File: config.mk
export PLATFORM = sky130hd
export DESIGN_NAME = sensor_window_feature_quantizer_top
export DESIGN_NICKNAME = d
export VERILOG_FILES = /design/src/sv/swfq_pkg.sv /design/src/sv/swfq_window_mem.sv /design/src/sv/swfq_quant_unit.sv /design/src/sv/sensor_window_feature_quantizer_top.sv
export SDC_FILE = /design/constraint.sdc
export NUM_CORES = 2
export LEC_CHECK = 0
export BUFFER_PORTS_ARGS = -buffer_cell sky130_fd_sc_hd__buf_2
export CAP_MARGIN = 5
export CORE_MARGIN = 5
export CORE_UTILIZATION = 45
export DETAILED_ROUTE_END_ITERATION = 10
export PLACE_DENSITY = 0.71
export SLEW_MARGIN = 20
export SYNTH_ARGS = -nofsm -noshare
export SYNTH_HDL_FRONTEND = slang
export SYNTH_HIERARCHICAL = 1
export SYNTH_SLANG_ARGS = --single-unit
File: constraint.sdc
create_clock -name clk -period 9.7 [get_ports clk]
set_clock_uncertainty 0.2 [all_clocks]
set_input_delay 1.94 -clock clk [delete_from_list [all_inputs] [get_ports clk]]
set_output_delay 1.94 -clock clk [all_outputs]
set_load 0.02 [all_outputs]
File: src/sv/swfq_pkg.sv
// ----------------------------------------------------------------------------
// Sensor window feature quantizer package
// Shared types, feature codes and fixed-point quantizer constants.
// ----------------------------------------------------------------------------
`default_nettype none

package swfq_pkg;

	// Field widths of one sample and one quantized feature.
	localparam int TEMP_W  = 15;
	localparam int HUMI_W  = 14;
	localparam int LIGHT_W = 16;
	localparam int Q_W     = 8;

	// Multiplier width of the quantizer reciprocal (32 fraction bits).
	localparam int K_W = 32;

	// Offsets that move each raw feature onto its 0..scale range.
	localparam int T_OFS       = 4000;
	localparam int DELTA_OFS   = 1000;
	localparam int L_DELTA_OFS = 500;

	// Quantizer step in units of 1e-9, and 2^32 * 1e9.
	localparam logic [63:0] Q_STEP  = 64'd2502752;
	localparam logic [63:0] Q_NUMER = 64'd4294967296 * 64'd1000000000;

	// Denominators of the features whose scale does not depend on the window.
	localparam logic [63:0] DEN_T_NOW   = 64'd16500;
	localparam logic [63:0] DEN_H_NOW   = 64'd10000;
	localparam logic [63:0] DEN_L_NOW   = 64'd2000;
	localparam logic [63:0] DEN_DELTA   = 64'd2000;
	localparam logic [63:0] DEN_L_DELTA = 64'd1000;

	// Rounded reciprocals K = round(2^32 * 1e9 / (den * step)).
	localparam logic [K_W-1:0] K_T_NOW =
		K_W'((Q_NUMER + (DEN_T_NOW * Q_STEP) / 64'd2) / (DEN_T_NOW * Q_STEP));
	localparam logic [K_W-1:0] K_H_NOW =
		K_W'((Q_NUMER + (DEN_H_NOW * Q_STEP) / 64'd2) / (DEN_H_NOW * Q_STEP));
	localparam logic [K_W-1:0] K_L_NOW =
		K_W'((Q_NUMER + (DEN_L_NOW * Q_STEP) / 64'd2) / (DEN_L_NOW * Q_STEP));
	localparam logic [K_W-1:0] K_DELTA =
		K_W'((Q_NUMER + (DEN_DELTA * Q_STEP) / 64'd2) / (DEN_DELTA * Q_STEP));
	localparam logic [K_W-1:0] K_L_DELTA =
		K_W'((Q_NUMER + (DEN_L_DELTA * Q_STEP) / 64'd2) / (DEN_L_DELTA * Q_STEP));

	// Feature codes, in the order the sequencer issues them.
	typedef enum logic [2:0] {
		FEAT_T_NOW   = 3'd0,
		FEAT_H_NOW   = 3'd1,
		FEAT_L_NOW   = 3'd2,
		FEAT_T_DELTA = 3'd3,
		FEAT_H_DELTA = 3'd4,
		FEAT_L_DELTA = 3'd5,
		FEAT_T_MEAN  = 3'd6,
		FEAT_H_MEAN  = 3'd7
	} feat_t;

	// One sensor sample.
	typedef struct packed {
		logic signed [TEMP_W-1:0] temperature_centi;
		logic        [HUMI_W-1:0] humidity_centi;
		logic        [LIGHT_W-1:0] light_lux;
	} sample_t;

	// One result: ready flag and eight quantized features.
	typedef struct packed {
		logic                  features_ready;
		logic signed [Q_W-1:0] q_temp_now;
		logic signed [Q_W-1:0] q_humi_now;
		logic signed [Q_W-1:0] q_light_now;
		logic signed [Q_W-1:0] q_temp_delta;
		logic signed [Q_W-1:0] q_humi_delta;
		logic signed [Q_W-1:0] q_light_delta;
		logic signed [Q_W-1:0] q_temp_mean;
		logic signed [Q_W-1:0] q_humi_mean;
	} result_t;

	// Tag that travels with one operand set through the quantizer.
	typedef struct packed {
		logic  vld;
		feat_t idx;
	} quant_tag_t;

	// Quantized feature leaving the quantizer.
	typedef struct packed {
		logic                  vld;
		feat_t                 idx;
		logic signed [Q_W-1:0] q;
	} quant_res_t;

endpackage

`default_nettype wire

File: src/sv/swfq_window_mem.sv
// ----------------------------------------------------------------------------
// Sample window memory
// Single-port circular window store with a registered read.
// ----------------------------------------------------------------------------
`default_nettype none

module swfq_window_mem #(
	parameter int DEPTH  = 8,
	parameter int WIDTH  = 29,
	parameter int ADDR_W = $clog2(DEPTH)
) (
	input  wire logic              clk,
	input  wire logic              we,
	input  wire logic [ADDR_W-1:0] addr,
	input  wire logic [WIDTH-1:0]  wdata,
	output logic      [WIDTH-1:0]  rdata
);

	logic [WIDTH-1:0] mem_q [DEPTH];
	logic [WIDTH-1:0] rdata_q;

	// Write the newest sample; the read returns the old contents of the slot.
	always_ff @(posedge clk) begin
		if (we) begin
			mem_q[addr] <= wdata;
		end
		rdata_q <= mem_q[addr];
	end

	assign rdata = rdata_q;

endmodule

`default_nettype wire

File: src/sv/swfq_quant_unit.sv
// ----------------------------------------------------------------------------
// Shared feature quantizer
// Clamps a numerator to 0..den, multiplies by the rounded reciprocal and
// rounds half up to a saturated int8 code; two register stages, one feature
// a cycle.
// ----------------------------------------------------------------------------
`default_nettype none

module swfq_quant_unit #(
	parameter int NUM_W = 21,
	parameter int DEN_W = 18
) (
	input  wire logic                     clk,
	input  wire logic                     arst_n,
	input  wire swfq_pkg::quant_tag_t     tag,
	input  wire logic signed [NUM_W-1:0]  num,
	input  wire logic [DEN_W-1:0]         den,
	input  wire logic [swfq_pkg::K_W-1:0] k,
	output swfq_pkg::quant_res_t          res
);

	import swfq_pkg::*;

	localparam int P_W = DEN_W + K_W;
	localparam int R_W = P_W - 31;

	quant_tag_t              tag_s1;
	quant_tag_t              tag_s2;
	logic [DEN_W-1:0]        n_s1;
	logic [K_W-1:0]          k_s1;
	logic [P_W-1:0]          prod_s2;
	logic signed [NUM_W-1:0] den_ext;
	logic [DEN_W-1:0]        n_clamp;
	logic [P_W:0]            rnd;
	logic [R_W-1:0]          r;

	// Clip the numerator to the range 0..den.
	always_comb begin
		den_ext = $signed({{(NUM_W - DEN_W){1'b0}}, den});
		if (num < 0) begin
			n_clamp = '0;
		end else if (num > den_ext) begin
			n_clamp = den;
		end else begin
			n_clamp = num[DEN_W-1:0];
		end
	end

	// Stage valid flags.
	always_ff @(posedge clk or negedge arst_n) begin
		if (!arst_n) begin
			tag_s1 <= '0;
			tag_s2 <= '0;
		end else begin
			tag_s1 <= tag;
			tag_s2 <= tag_s1;
		end
	end

	// Operand and product registers.
	always_ff @(posedge clk) begin
		n_s1    <= n_clamp;
		k_s1    <= k;
		prod_s2 <= P_W'(n_s1) * P_W'(k_s1);
	end

	// Round half up, drop the fraction, shift by -128 and saturate at 127.
	always_comb begin
		rnd     = {1'b0, prod_s2} + {{(P_W - 31){1'b0}}, 1'b1, 31'd0};
		r       = rnd[P_W:32];
		res.vld = tag_s2.vld;
		res.idx = tag_s2.idx;
		if (r > R_W'(255)) begin
			res.q = 8'sd127;
		end else begin
			res.q = $signed({~r[7], r[6:0]});
		end
	end

endmodule

`default_nettype wire

File: src/sv/sensor_window_feature_quantizer_top.sv
// Flow: a sample that fills or finds a full window goes through the window
// update, the eight issues to the shared quantizer, one feature at a time, and
// the finish state; one before the window is full goes from the update to the
// finish state with a zero result. A new sample is taken only back in idle.
// Reset: arst_n clears the fill count, window sums, sequencer and result
// valid at once; window memory contents are not cleared.
// ----------------------------------------------------------------------------
// Sensor window feature quantizer
// Keeps a sliding window of temperature and humidity samples with running
// sums, and turns each sample into eight int8 features once the window fills.
// ----------------------------------------------------------------------------
`default_nettype none

module sensor_window_feature_quantizer_top #(
	parameter int WINDOW_DEPTH = 8
) (
	input  wire logic              clk,
	input  wire logic              arst_n,
	input  wire logic              sample_valid,
	output logic                   sample_ready,
	input  wire swfq_pkg::sample_t sample,
	output logic                   result_valid,
	input  wire logic              result_ready,
	output swfq_pkg::result_t      result
);

	import swfq_pkg::*;

	localparam int LOG_D    = $clog2(WINDOW_DEPTH);
	localparam int PTR_W    = LOG_D;
	localparam int CNT_W    = $clog2(WINDOW_DEPTH + 1);
	localparam int SUM_T_W  = TEMP_W + LOG_D;
	localparam int SUM_H_W  = HUMI_W + LOG_D;
	localparam int NUM_W    = 18 + LOG_D;
	localparam int DEN_W    = 15 + LOG_D;
	localparam int MEM_W    = TEMP_W + HUMI_W;

	// Window-mean denominators and reciprocals.
	localparam logic [63:0] DEN_T_MEAN = 64'(WINDOW_DEPTH) * DEN_T_NOW;
	localparam logic [63:0] DEN_H_MEAN = 64'(WINDOW_DEPTH) * DEN_H_NOW;
	localparam logic [K_W-1:0] K_T_MEAN =
		K_W'((Q_NUMER + (DEN_T_MEAN * Q_STEP) / 64'd2) / (DEN_T_MEAN * Q_STEP));
	localparam logic [K_W-1:0] K_H_MEAN =
		K_W'((Q_NUMER + (DEN_H_MEAN * Q_STEP) / 64'd2) / (DEN_H_MEAN * Q_STEP));

	typedef enum logic [3:0] {
		ST_IDLE = 4'b0001,
		ST_UPD  = 4'b0010,
		ST_RUN  = 4'b0100,
		ST_FIN  = 4'b1000
	} state_t;

	state_t                    state_q;
	sample_t                   in_q;
	logic [CNT_W-1:0]          fill_q;
	logic [PTR_W-1:0]          wp_q;
	logic signed [SUM_T_W-1:0] sum_t_q;
	logic [SUM_H_W-1:0]        sum_h_q;
	logic signed [TEMP_W-1:0]  t_prev_q;
	logic [HUMI_W-1:0]         h_prev_q;
	logic [LIGHT_W-1:0]        l_prev_q;
	logic                      rdy_q;
	feat_t                     issue_idx_q;
	logic                      issue_done_q;
	logic signed [Q_W-1:0]     feat_q [8];
	result_t                   result_q;
	logic                      result_valid_q;

	logic                      mem_we;
	logic [MEM_W-1:0]          mem_wdata;
	logic [MEM_W-1:0]          mem_rdata;
	logic signed [TEMP_W-1:0]  old_t;
	logic [HUMI_W-1:0]         old_h;
	logic                      full_now;
	logic                      rdy_now;
	logic                      out_free;

	quant_tag_t                q_tag;
	quant_res_t                q_res;
	logic signed [NUM_W-1:0]   q_num;
	logic [DEN_W-1:0]          q_den;
	logic [K_W-1:0]            q_k;
	logic signed [NUM_W-1:0]   t_ext;
	logic signed [NUM_W-1:0]   tp_ext;
	logic signed [NUM_W-1:0]   h_ext;
	logic signed [NUM_W-1:0]   hp_ext;
	logic signed [NUM_W-1:0]   l_ext;
	logic signed [NUM_W-1:0]   lp_ext;
	result_t                   result_nxt;

	assign sample_ready = (state_q == ST_IDLE);
	assign result_valid = result_valid_q;
	assign result       = result_q;
	assign out_free     = !result_valid_q || result_ready;

	// Window store: the slot at the write pointer holds the oldest sample.
	assign mem_we    = (state_q == ST_UPD);
	assign mem_wdata = {in_q.temperature_centi, in_q.humidity_centi};
	assign old_t     = $signed(mem_rdata[MEM_W-1:HUMI_W]);
	assign old_h     = mem_rdata[HUMI_W-1:0];
	assign full_now  = (fill_q == CNT_W'(WINDOW_DEPTH));
	assign rdy_now   = (fill_q >= CNT_W'(WINDOW_DEPTH - 1));

	swfq_window_mem #(
		.DEPTH (WINDOW_DEPTH),
		.WIDTH (MEM_W),
		.ADDR_W(PTR_W)
	) u_window_mem (
		.clk  (clk),
		.we   (mem_we),
		.addr (wp_q),
		.wdata(mem_wdata),
		.rdata(mem_rdata)
	);

	// Operand select for the feature being issued.
	always_comb begin
		t_ext  = NUM_W'(in_q.temperature_centi);
		tp_ext = NUM_W'(t_prev_q);
		h_ext  = $signed(NUM_W'(in_q.humidity_centi));
		hp_ext = $signed(NUM_W'(h_prev_q));
		l_ext  = $signed(NUM_W'(in_q.light_lux));
		lp_ext = $signed(NUM_W'(l_prev_q));
		unique case (issue_idx_q)
			FEAT_T_NOW: begin
				q_num = t_ext + NUM_W'(T_OFS);
				q_den = DEN_W'(DEN_T_NOW);
				q_k   = K_T_NOW;
			end
			FEAT_H_NOW: begin
				q_num = h_ext;
				q_den = DEN_W'(DEN_H_NOW);
				q_k   = K_H_NOW;
			end
			FEAT_L_NOW: begin
				q_num = l_ext;
				q_den = DEN_W'(DEN_L_NOW);
				q_k   = K_L_NOW;
			end
			FEAT_T_DELTA: begin
				q_num = t_ext - tp_ext + NUM_W'(DELTA_OFS);
				q_den = DEN_W'(DEN_DELTA);
				q_k   = K_DELTA;
			end
			FEAT_H_DELTA: begin
				q_num = h_ext - hp_ext + NUM_W'(DELTA_OFS);
				q_den = DEN_W'(DEN_DELTA);
				q_k   = K_DELTA;
			end
			FEAT_L_DELTA: begin
				q_num = l_ext - lp_ext + NUM_W'(L_DELTA_OFS);
				q_den = DEN_W'(DEN_L_DELTA);
				q_k   = K_L_DELTA;
			end
			FEAT_T_MEAN: begin
				q_num = NUM_W'(sum_t_q) + NUM_W'(WINDOW_DEPTH * T_OFS);
				q_den = DEN_W'(DEN_T_MEAN);
				q_k   = K_T_MEAN;
			end
			FEAT_H_MEAN: begin
				q_num = $signed(NUM_W'(sum_h_q));
				q_den = DEN_W'(DEN_H_MEAN);
				q_k   = K_H_MEAN;
			end
		endcase
		q_tag.vld = (state_q == ST_RUN) && !issue_done_q;
		q_tag.idx = issue_idx_q;
	end

	swfq_quant_unit #(
		.NUM_W(NUM_W),
		.DEN_W(DEN_W)
	) u_quant_unit (
		.clk   (clk),
		.arst_n(arst_n),
		.tag   (q_tag),
		.num   (q_num),
		.den   (q_den),
		.k     (q_k),
		.res   (q_res)
	);

	// Result assembly: all zero until the window is full.
	always_comb begin
		result_nxt = '0;
		if (rdy_q) begin
			result_nxt.features_ready = 1'b1;
			result_nxt.q_temp_now     = feat_q[FEAT_T_NOW];
			result_nxt.q_humi_now     = feat_q[FEAT_H_NOW];
			result_nxt.q_light_now    = feat_q[FEAT_L_NOW];
			result_nxt.q_temp_delta   = feat_q[FEAT_T_DELTA];
			result_nxt.q_humi_delta   = feat_q[FEAT_H_DELTA];
			result_nxt.q_light_delta  = feat_q[FEAT_L_DELTA];
			result_nxt.q_temp_mean    = feat_q[FEAT_T_MEAN];
			result_nxt.q_humi_mean    = feat_q[FEAT_H_MEAN];
		end
	end

	// Sequencer, window bookkeeping and output register.
	always_ff @(posedge clk or negedge arst_n) begin
		if (!arst_n) begin
			state_q        <= ST_IDLE;
			fill_q         <= '0;
			wp_q           <= '0;
			sum_t_q        <= '0;
			sum_h_q        <= '0;
			rdy_q          <= 1'b0;
			issue_idx_q    <= FEAT_T_NOW;
			issue_done_q   <= 1'b0;
			result_valid_q <= 1'b0;
		end else begin
			// A new result takes the output register as the old one leaves it.
			if (state_q == ST_FIN && out_free) begin
				result_valid_q <= 1'b1;
			end else if (result_valid_q && result_ready) begin
				result_valid_q <= 1'b0;
			end
			unique case (state_q)
				ST_IDLE: begin
					if (sample_valid) begin
						state_q <= ST_UPD;
					end
				end
				ST_UPD: begin
					// Running sums drop the evicted sample once the window is full.
					sum_t_q <= sum_t_q + SUM_T_W'(in_q.temperature_centi)
						- (full_now ? SUM_T_W'(old_t) : SUM_T_W'(0));
					sum_h_q <= sum_h_q + SUM_H_W'(in_q.humidity_centi)
						- (full_now ? SUM_H_W'(old_h) : SUM_H_W'(0));
					if (!full_now) begin
						fill_q <= fill_q + CNT_W'(1);
					end
					if (wp_q == PTR_W'(WINDOW_DEPTH - 1)) begin
						wp_q <= '0;
					end else begin
						wp_q <= wp_q + PTR_W'(1);
					end
					rdy_q        <= rdy_now;
					issue_idx_q  <= FEAT_T_NOW;
					issue_done_q <= 1'b0;
					state_q      <= rdy_now ? ST_RUN : ST_FIN;
				end
				ST_RUN: begin
					if (!issue_done_q) begin
						if (issue_idx_q == FEAT_H_MEAN) begin
							issue_done_q <= 1'b1;
						end else begin
							issue_idx_q <= feat_t'(issue_idx_q + 3'd1);
						end
					end
					if (q_res.vld && q_res.idx == FEAT_H_MEAN) begin
						state_q <= ST_FIN;
					end
				end
				ST_FIN: begin
					if (out_free) begin
						state_q <= ST_IDLE;
					end
				end
				default: begin
					state_q <= ST_IDLE;
				end
			endcase
		end
	end

	// Payload registers: request capture, previous sample, features, result.
	always_ff @(posedge clk) begin
		if (sample_valid && sample_ready) begin
			in_q <= sample;
		end
		if (q_res.vld) begin
			feat_q[q_res.idx] <= q_res.q;
		end
		if (state_q == ST_FIN && out_free) begin
			result_q <= result_nxt;
			t_prev_q <= in_q.temperature_centi;
			h_prev_q <= in_q.humidity_centi;
			l_prev_q <= in_q.light_lux;
		end
	end

	// A request always moves the sequencer into the window update.
	a_accept_to_upd: assert property (@(posedge clk) disable iff (!arst_n)
		(sample_valid && sample_ready) |=> (state_q == ST_UPD))
		else $error("accepted request did not start the window update");

	// Quantized features only come back while the sequencer is running.
	a_res_in_run: assert property (@(posedge clk) disable iff (!arst_n)
		q_res.vld |-> (state_q == ST_RUN))
		else $error("quantizer result outside the run phase");

	// Fill count and write pointer stay inside the window.
	a_fill_range: assert property (@(posedge clk) disable iff (!arst_n)
		(fill_q <= CNT_W'(WINDOW_DEPTH)) && (wp_q <= PTR_W'(WINDOW_DEPTH - 1)))
		else $error("fill count or write pointer out of range");

	// A result from a partly filled window carries all-zero features.
	a_not_ready_zero: assert property (@(posedge clk) disable iff (!arst_n)
		(result_valid && !result.features_ready) |->
		(result.q_temp_now == '0) && (result.q_humi_now == '0) &&
		(result.q_light_now == '0) && (result.q_temp_delta == '0) &&
		(result.q_humi_delta == '0) && (result.q_light_delta == '0) &&
		(result.q_temp_mean == '0) && (result.q_humi_mean == '0))
		else $error("non-zero feature in a not-ready result");

endmodule

`default_nettype wire

Yosys cells after proc, flatten, opt, wreduce, memory -nomap -nowiden:

Memory sizes are Yosys's and may differ from the RTL's. A register that Yosys moved wholly into a read port is not among the register bits.
Index checks and enable logic that the tools add are counted.

* add/subtract/negate cells: 16
* $mul: 1
* $lt $le $gt $ge: 4
* equal/unequal tests: 19
* multiplexer cells: 26
* bitwise logic cells: 2
* reduce and logical (&&, ||, !) cells: 15

Operator list (count)
* $pmux 32 s6: 1
* $pmux 21 s8: 1
* $pmux 18 s6: 1
* $mux 65: 1
* $add 50x32->51 const B: 1
* $mul 18x32->50: 1
* $mux 18: 2
* $gt 21x19->1: 1
* $lt 21x1->1 const B: 1
* $add 18x16->19 const B: 1
* $gt 19x8->1 const B: 1
* $add 17x10->18 const B: 1
* $add 18x15->18: 1
* $eq 3x3->1 const B: 6
* $sub 18x18->18: 1
* $add 16x11->17 const B: 1
* $add 17x14->17: 1
* $sub 16x16->17: 1
* $sub 17x14->17: 1
* $add 15x11->16 const B: 1
* $add 15x13->16 const B: 1
* $mux 4: 4
* $pmux 4 s4: 1
* $sub 15x15->16: 1
* 27 further kinds: 50

* flip-flop bits (word level): 315
* memory bits (writable): 296
* logic and storage cells: 116
* memories kept: 2

Memory list
* u_window_mem.mem_q: depth 8, bits a word 29, rd ports 1, clocked after memory_dff 1, write ports 1, line swfq_window_mem.sv:19 `logic [WIDTH-1:0] mem_q [DEPTH];`
* feat_q: depth 8, bits a word 8, rd ports 8, clocked after memory_dff 0, write ports 1, line sensor_window_feature_quantizer_top.sv:65 `logic signed [Q_W-1:0] feat_q [8];`

Logic depth before layout (Yosys ltp):

* depth after elaboration: 5
* mapped depth: 26

Cells and area by module:

Netlist, hierarchy kept.

Modules (own cells, without submodules)
* swfq_quant_unit: times used 1, cells an instance 2230, area each 19999.2 µm², sequential area each 1581.5 µm²
* sensor_window_feature_quantizer_top: times used 1, cells an instance 1519, area each 16285.6 µm², sequential area each 7878.8 µm²
* swfq_window_mem: times used 1, cells an instance 494, area each 9535.4 µm², sequential area each 7547.2 µm²

Worst setup path before layout:

OpenSTA, ideal clock, no wires.

* kind: input to register
* start point: input result_ready
* end point: register h_prev_q[0] (enable)
* setup time: 615 ps
* arrival: 7294 ps
* data required time: 8885 ps
* path slack: 1590 ps
* stages on the path: 2
* path through: inv_1 a21oi_1

* word-level cells in the longest chain between the ends: 2

Ends and longest elaborated chain
* start: declaration: line sensor_window_feature_quantizer_top.sv:23 `input wire logic result_ready,`
* $logic_or 1x1->1: line sensor_window_feature_quantizer_top.sv:94 `assign out_free = !result_valid_q || result_ready;`
* $logic_and 1x1->1: line sensor_window_feature_quantizer_top.sv:275 `if (state_q == ST_FIN && out_free) begin`
* end signal: assignment: line sensor_window_feature_quantizer_top.sv:278 `h_prev_q <= in_q.humidity_centi;`
* end: declaration: line sensor_window_feature_quantizer_top.sv:60 `logic [HUMI_W-1:0] h_prev_q;`

No other way between the ends.
A chain may end at the register's enable or synchronous reset.

Worst setup path in the final report:

* start point: register u_quant_unit.n_s1[3]
* end point: register u_quant_unit.prod_s2[41]

* word-level cells in the longest chain between the ends: 1

Ends and longest elaborated chain
* start: declaration: line swfq_quant_unit.sv:29 `logic [DEN_W-1:0] n_s1;`
* start signal: assignment: line swfq_quant_unit.sv:62 `n_s1 <= n_clamp;`
* $mul 18x32->50: line swfq_quant_unit.sv:64 `prod_s2 <= P_W'(n_s1) * P_W'(k_s1);`
* end signal: assignment: line swfq_quant_unit.sv:64
* end: declaration: line swfq_quant_unit.sv:31 `logic [P_W-1:0] prod_s2;`

No other way between the ends.

==> results_dict.tcl <==
set metrics [dict create \
    status "finished clean" \
    critPathRequiredTime_ns 10.02 \
    ctsResizeCount 0 \
    crit_fanout 20 \
    synth_cells 4243 \
    end_kind "register" \
    rsz0062_at_grt "false" \
    p_per_area_nw_per_um2 361 \
    hold_path_class "register to register" \
    track_usage 0.206 \
    synthTopCellsByArea "edfxtp_1 30%, fa_1 22%, ha_1 6.9%" \
    htreeDepth 2 \
    cts_tree "yes" \
    synth_top_flop_cell "edfxtp_1" \
    yosysWarnings 6 \
    p_total_w 0.0180 \
    startpoint "u_quant_unit/n_s1[3]" \
    r2r_start "u_quant_unit/n_s1[3]" \
    antenna_found_initial 9 \
    slew_headroom 0.280 \
    dp_hpwl_mm 80.0 \
    min_period_over_period 0.754 \
    crit_type "register to register" \
    dp_cells 5623 \
    areaGrowthSynthToFinish_pct 8.74 \
    tightest_slew_ns 1.08 \
    numPortBuffers 115 \
    grt_pass1_wl_mm 176 \
    syn_area_um2 45800 \
    gr-total-overflow 0 \
    synth.distinct_cells 107 \
    crit_arrival_ns 7.63 \
    first_pass_iters 7 \
    synth_enable_flop_cells 451 \
    vias 30500 \
    drt-wirelength-per-cell_um 19.3 \
    clkTransAtPathRegs_ns 0.07 \
    grt_max_degree 81 \
    drt-vias-per-instance 5.32 \
    p_leak_nw 21.9 \
    post_cts_buffers 0 \
    dieArea_um2 108000 \
    ctsRootBufferMaster "clkbuf_16" \
    gp_congestion 0.926 \
    synth_area_per_cell_um2 10.8 \
    die_w_um 329 \
    die_height_um 329 \
    finalSetupViolations 0 \
    crit_end "u_quant_unit/prod_s2[41]" \
    max_cap_violations 0 \
    reg2reg_depth 21 \
    start_util 0.452 \
    setup_tns_ns 0 \
    cts_inserted_buffers 58 \
    final_cell_count_no_fill 5733 \
    cts.hold.buffers_added 0 \
    nNetsFinal 5129 \
    rows 117 \
    drive_gt1_frac 0.0875 \
    slew_violations 0 \
    dr.first_iter.drc_count 1971 \
    r2r_setup_slack_ns 2.39 \
    route.detailed.drc 0 \
    fmax_mhz 137 \
    async_flop_share 0.0985 \
    antenna_cells 0 \
    synth_top_area_share 0.296 \
    cts_buffer_depth 3 \
    fin_crit_ns 7.31 \
    wl_mm 110 \
    clkSinkCount 609 \
    synth-seq-cells 609 \
    r2r_end "u_quant_unit/prod_s2[41]" \
    clk_latency_ns 0.65 \
    start_kind "register" \
    grt_pass1_vias 31700 \
    yosys.area.top_type "edfxtp_1" \
    ir_drop_v 0.000432 \
    hold_viol_final 0 \
    core_area_um2 101000 \
    ys_seq_area_frac 0.371 \
    io_pins 116 \
    whs_path_depth 0 \
    drtAntennaViolNets 0 \
]
## power by group
part	switching (W)	total (W)	internal [W]
registers	0.000527	0.00384	0.00331
clock network	0.000993	0.00229	0.00130
logic	0.00711	0.0119	0.00477
## through the flow
stage / hold WS (ns) / utilization / setup slack (ns) / cell area [um2]
detailed placement: 0.138 / 0.472 / 2.44 / 47900
global route: 0.132 / 0.491 / 2.13 / 49800
floorplan: 0.131 / - / 1.59 / 45800
global placement: 0.136 / 0.472 / 2.61 / 47900
CTS: 0.124 / 0.491 / 2.44 / 49800
finish: 0.122 / 0.491 / 2.39 / 49800
## final cells by class
class	instances	area [um2]
clock buffers	74	1510
clock inverters	34	398
fillers	9005	51600
inverters	778	2920
multi-input cells	2690	25200
flip-flops and latches	609	17000
well taps	1368	1710
repair buffers	180	1090
## registers in the layout, summed over array words and instances, names as in the netlist, 17 cells and up
name,count
result,65
u_window_mem/mem_q,232
sum_t_q,18
sum_h_q,17
u_quant_unit/prod_s2,19
u_window_mem/rdata,29
in_q,31
u_quant_unit/n_s1,18
u_quant_unit/k_s1,32
feat_q,64
## kinds of logic (layout without fill, tap and decap cells)
| logic type | count (synthesis) | count (layout) | synth area share |
|---|---|---|---|
| xor+xnor | 106 | 106 | 0.0203 |
| other cells | 1 | 7 | 0.0000818 |
| simple gates | 1186 | 1186 | 0.128 |
| buf+inv | 950 | 1066 | 0.0805 |
| flops | 609 | 609 | 0.371 |
| fa+ha+maj | 763 | 763 | 0.292 |
| compound gates | 510 | 510 | 0.0779 |
| mux | 118 | 118 | 0.0301 |
## worst max-delay path: stages, from the launching register on
cell and delay (ns):
dfxtp_1 0.94, buf_4 0.37, nand2_1 0.12, fa_1 0.55
fa_1 0.52, fa_1 0.52, inv_1 0.05, fa_1 0.51
fa_1 0.52, inv_1 0.05, fa_1 0.47, inv_1 0.04
ha_1 0.34, a21o_1 0.18, a21o_1 0.17, a221oi_1 0.31
o31ai_1 0.18, a21oi_1 0.46, o21ai_2 0.15, a31oi_1 0.28
o21ai_1 0.11, xor2_1 0.14
## layout by cell type (no fill, tap or decap), types with 15 or more instances in the layout
master       n
dfxtp_1     94
o21ai_1     15
buf_2      115
clkbuf_1    16
nor2_1     138
a31oi_1     17
mux2_2      51
a21oi_1     99
and2_1     315
nor2b_1     16
a22oi_1     31
inv_1      776
mux2i_1     57
dfrtp_1     57
and3_1      15
ha_1       251
nand3_1     45
clkbuf_16   58
a21o_1      41
nand4_1     27
o21a_1      19
nor3_1      31
edfxtp_1   451
fa_1       512
buf_4       63
xor2_1      29
nand2_1    495
o21ai_0     99
a221oi_1    32
nand2b_1    27
xnor2_1     77
## worst min-delay path by stage
stage | start | endpoint | slack, ns
global placement | u_quant_unit/tag_s1[0] | u_quant_unit/res[8] | 0.14
floorplan | u_quant_unit/tag_s1[2] | u_quant_unit/res[10] | 0.13
detailed placement | u_quant_unit/tag_s1[3] | u_quant_unit/res[11] | 0.14
global route | u_quant_unit/tag_s1[1] | u_quant_unit/res[9] | 0.13
CTS | u_quant_unit/tag_s1[1] | u_quant_unit/res[9] | 0.12
finish | u_quant_unit/tag_s1[1] | u_quant_unit/res[9] | 0.12
## layer usage
metal	part of all wire	GRT usage
met5	0	0
met4	0.035	0.0714
met3	0.069	0.0326
met2	0.48	0.344
met1	0.42	0.277
## synthesized netlist by cell type (all sizes together) (19+ instances only)
master and n:
inv 777, fa 512, nand2 495, edfxtp 451, and2 318, ha 251
clkbuf 146, nor2 142, o21ai 117, a21oi 105, dfxtp 98, xnor2 77
dfrtp 59, mux2i 57, mux2 51, nand3 45, a21o 42, nor3 35
a221oi 33, a22oi 31, xor2 29, nand2b 27, nand4 27, buf 26
a31oi 19, o21a 19
Power figures use the tool's default switching activity.
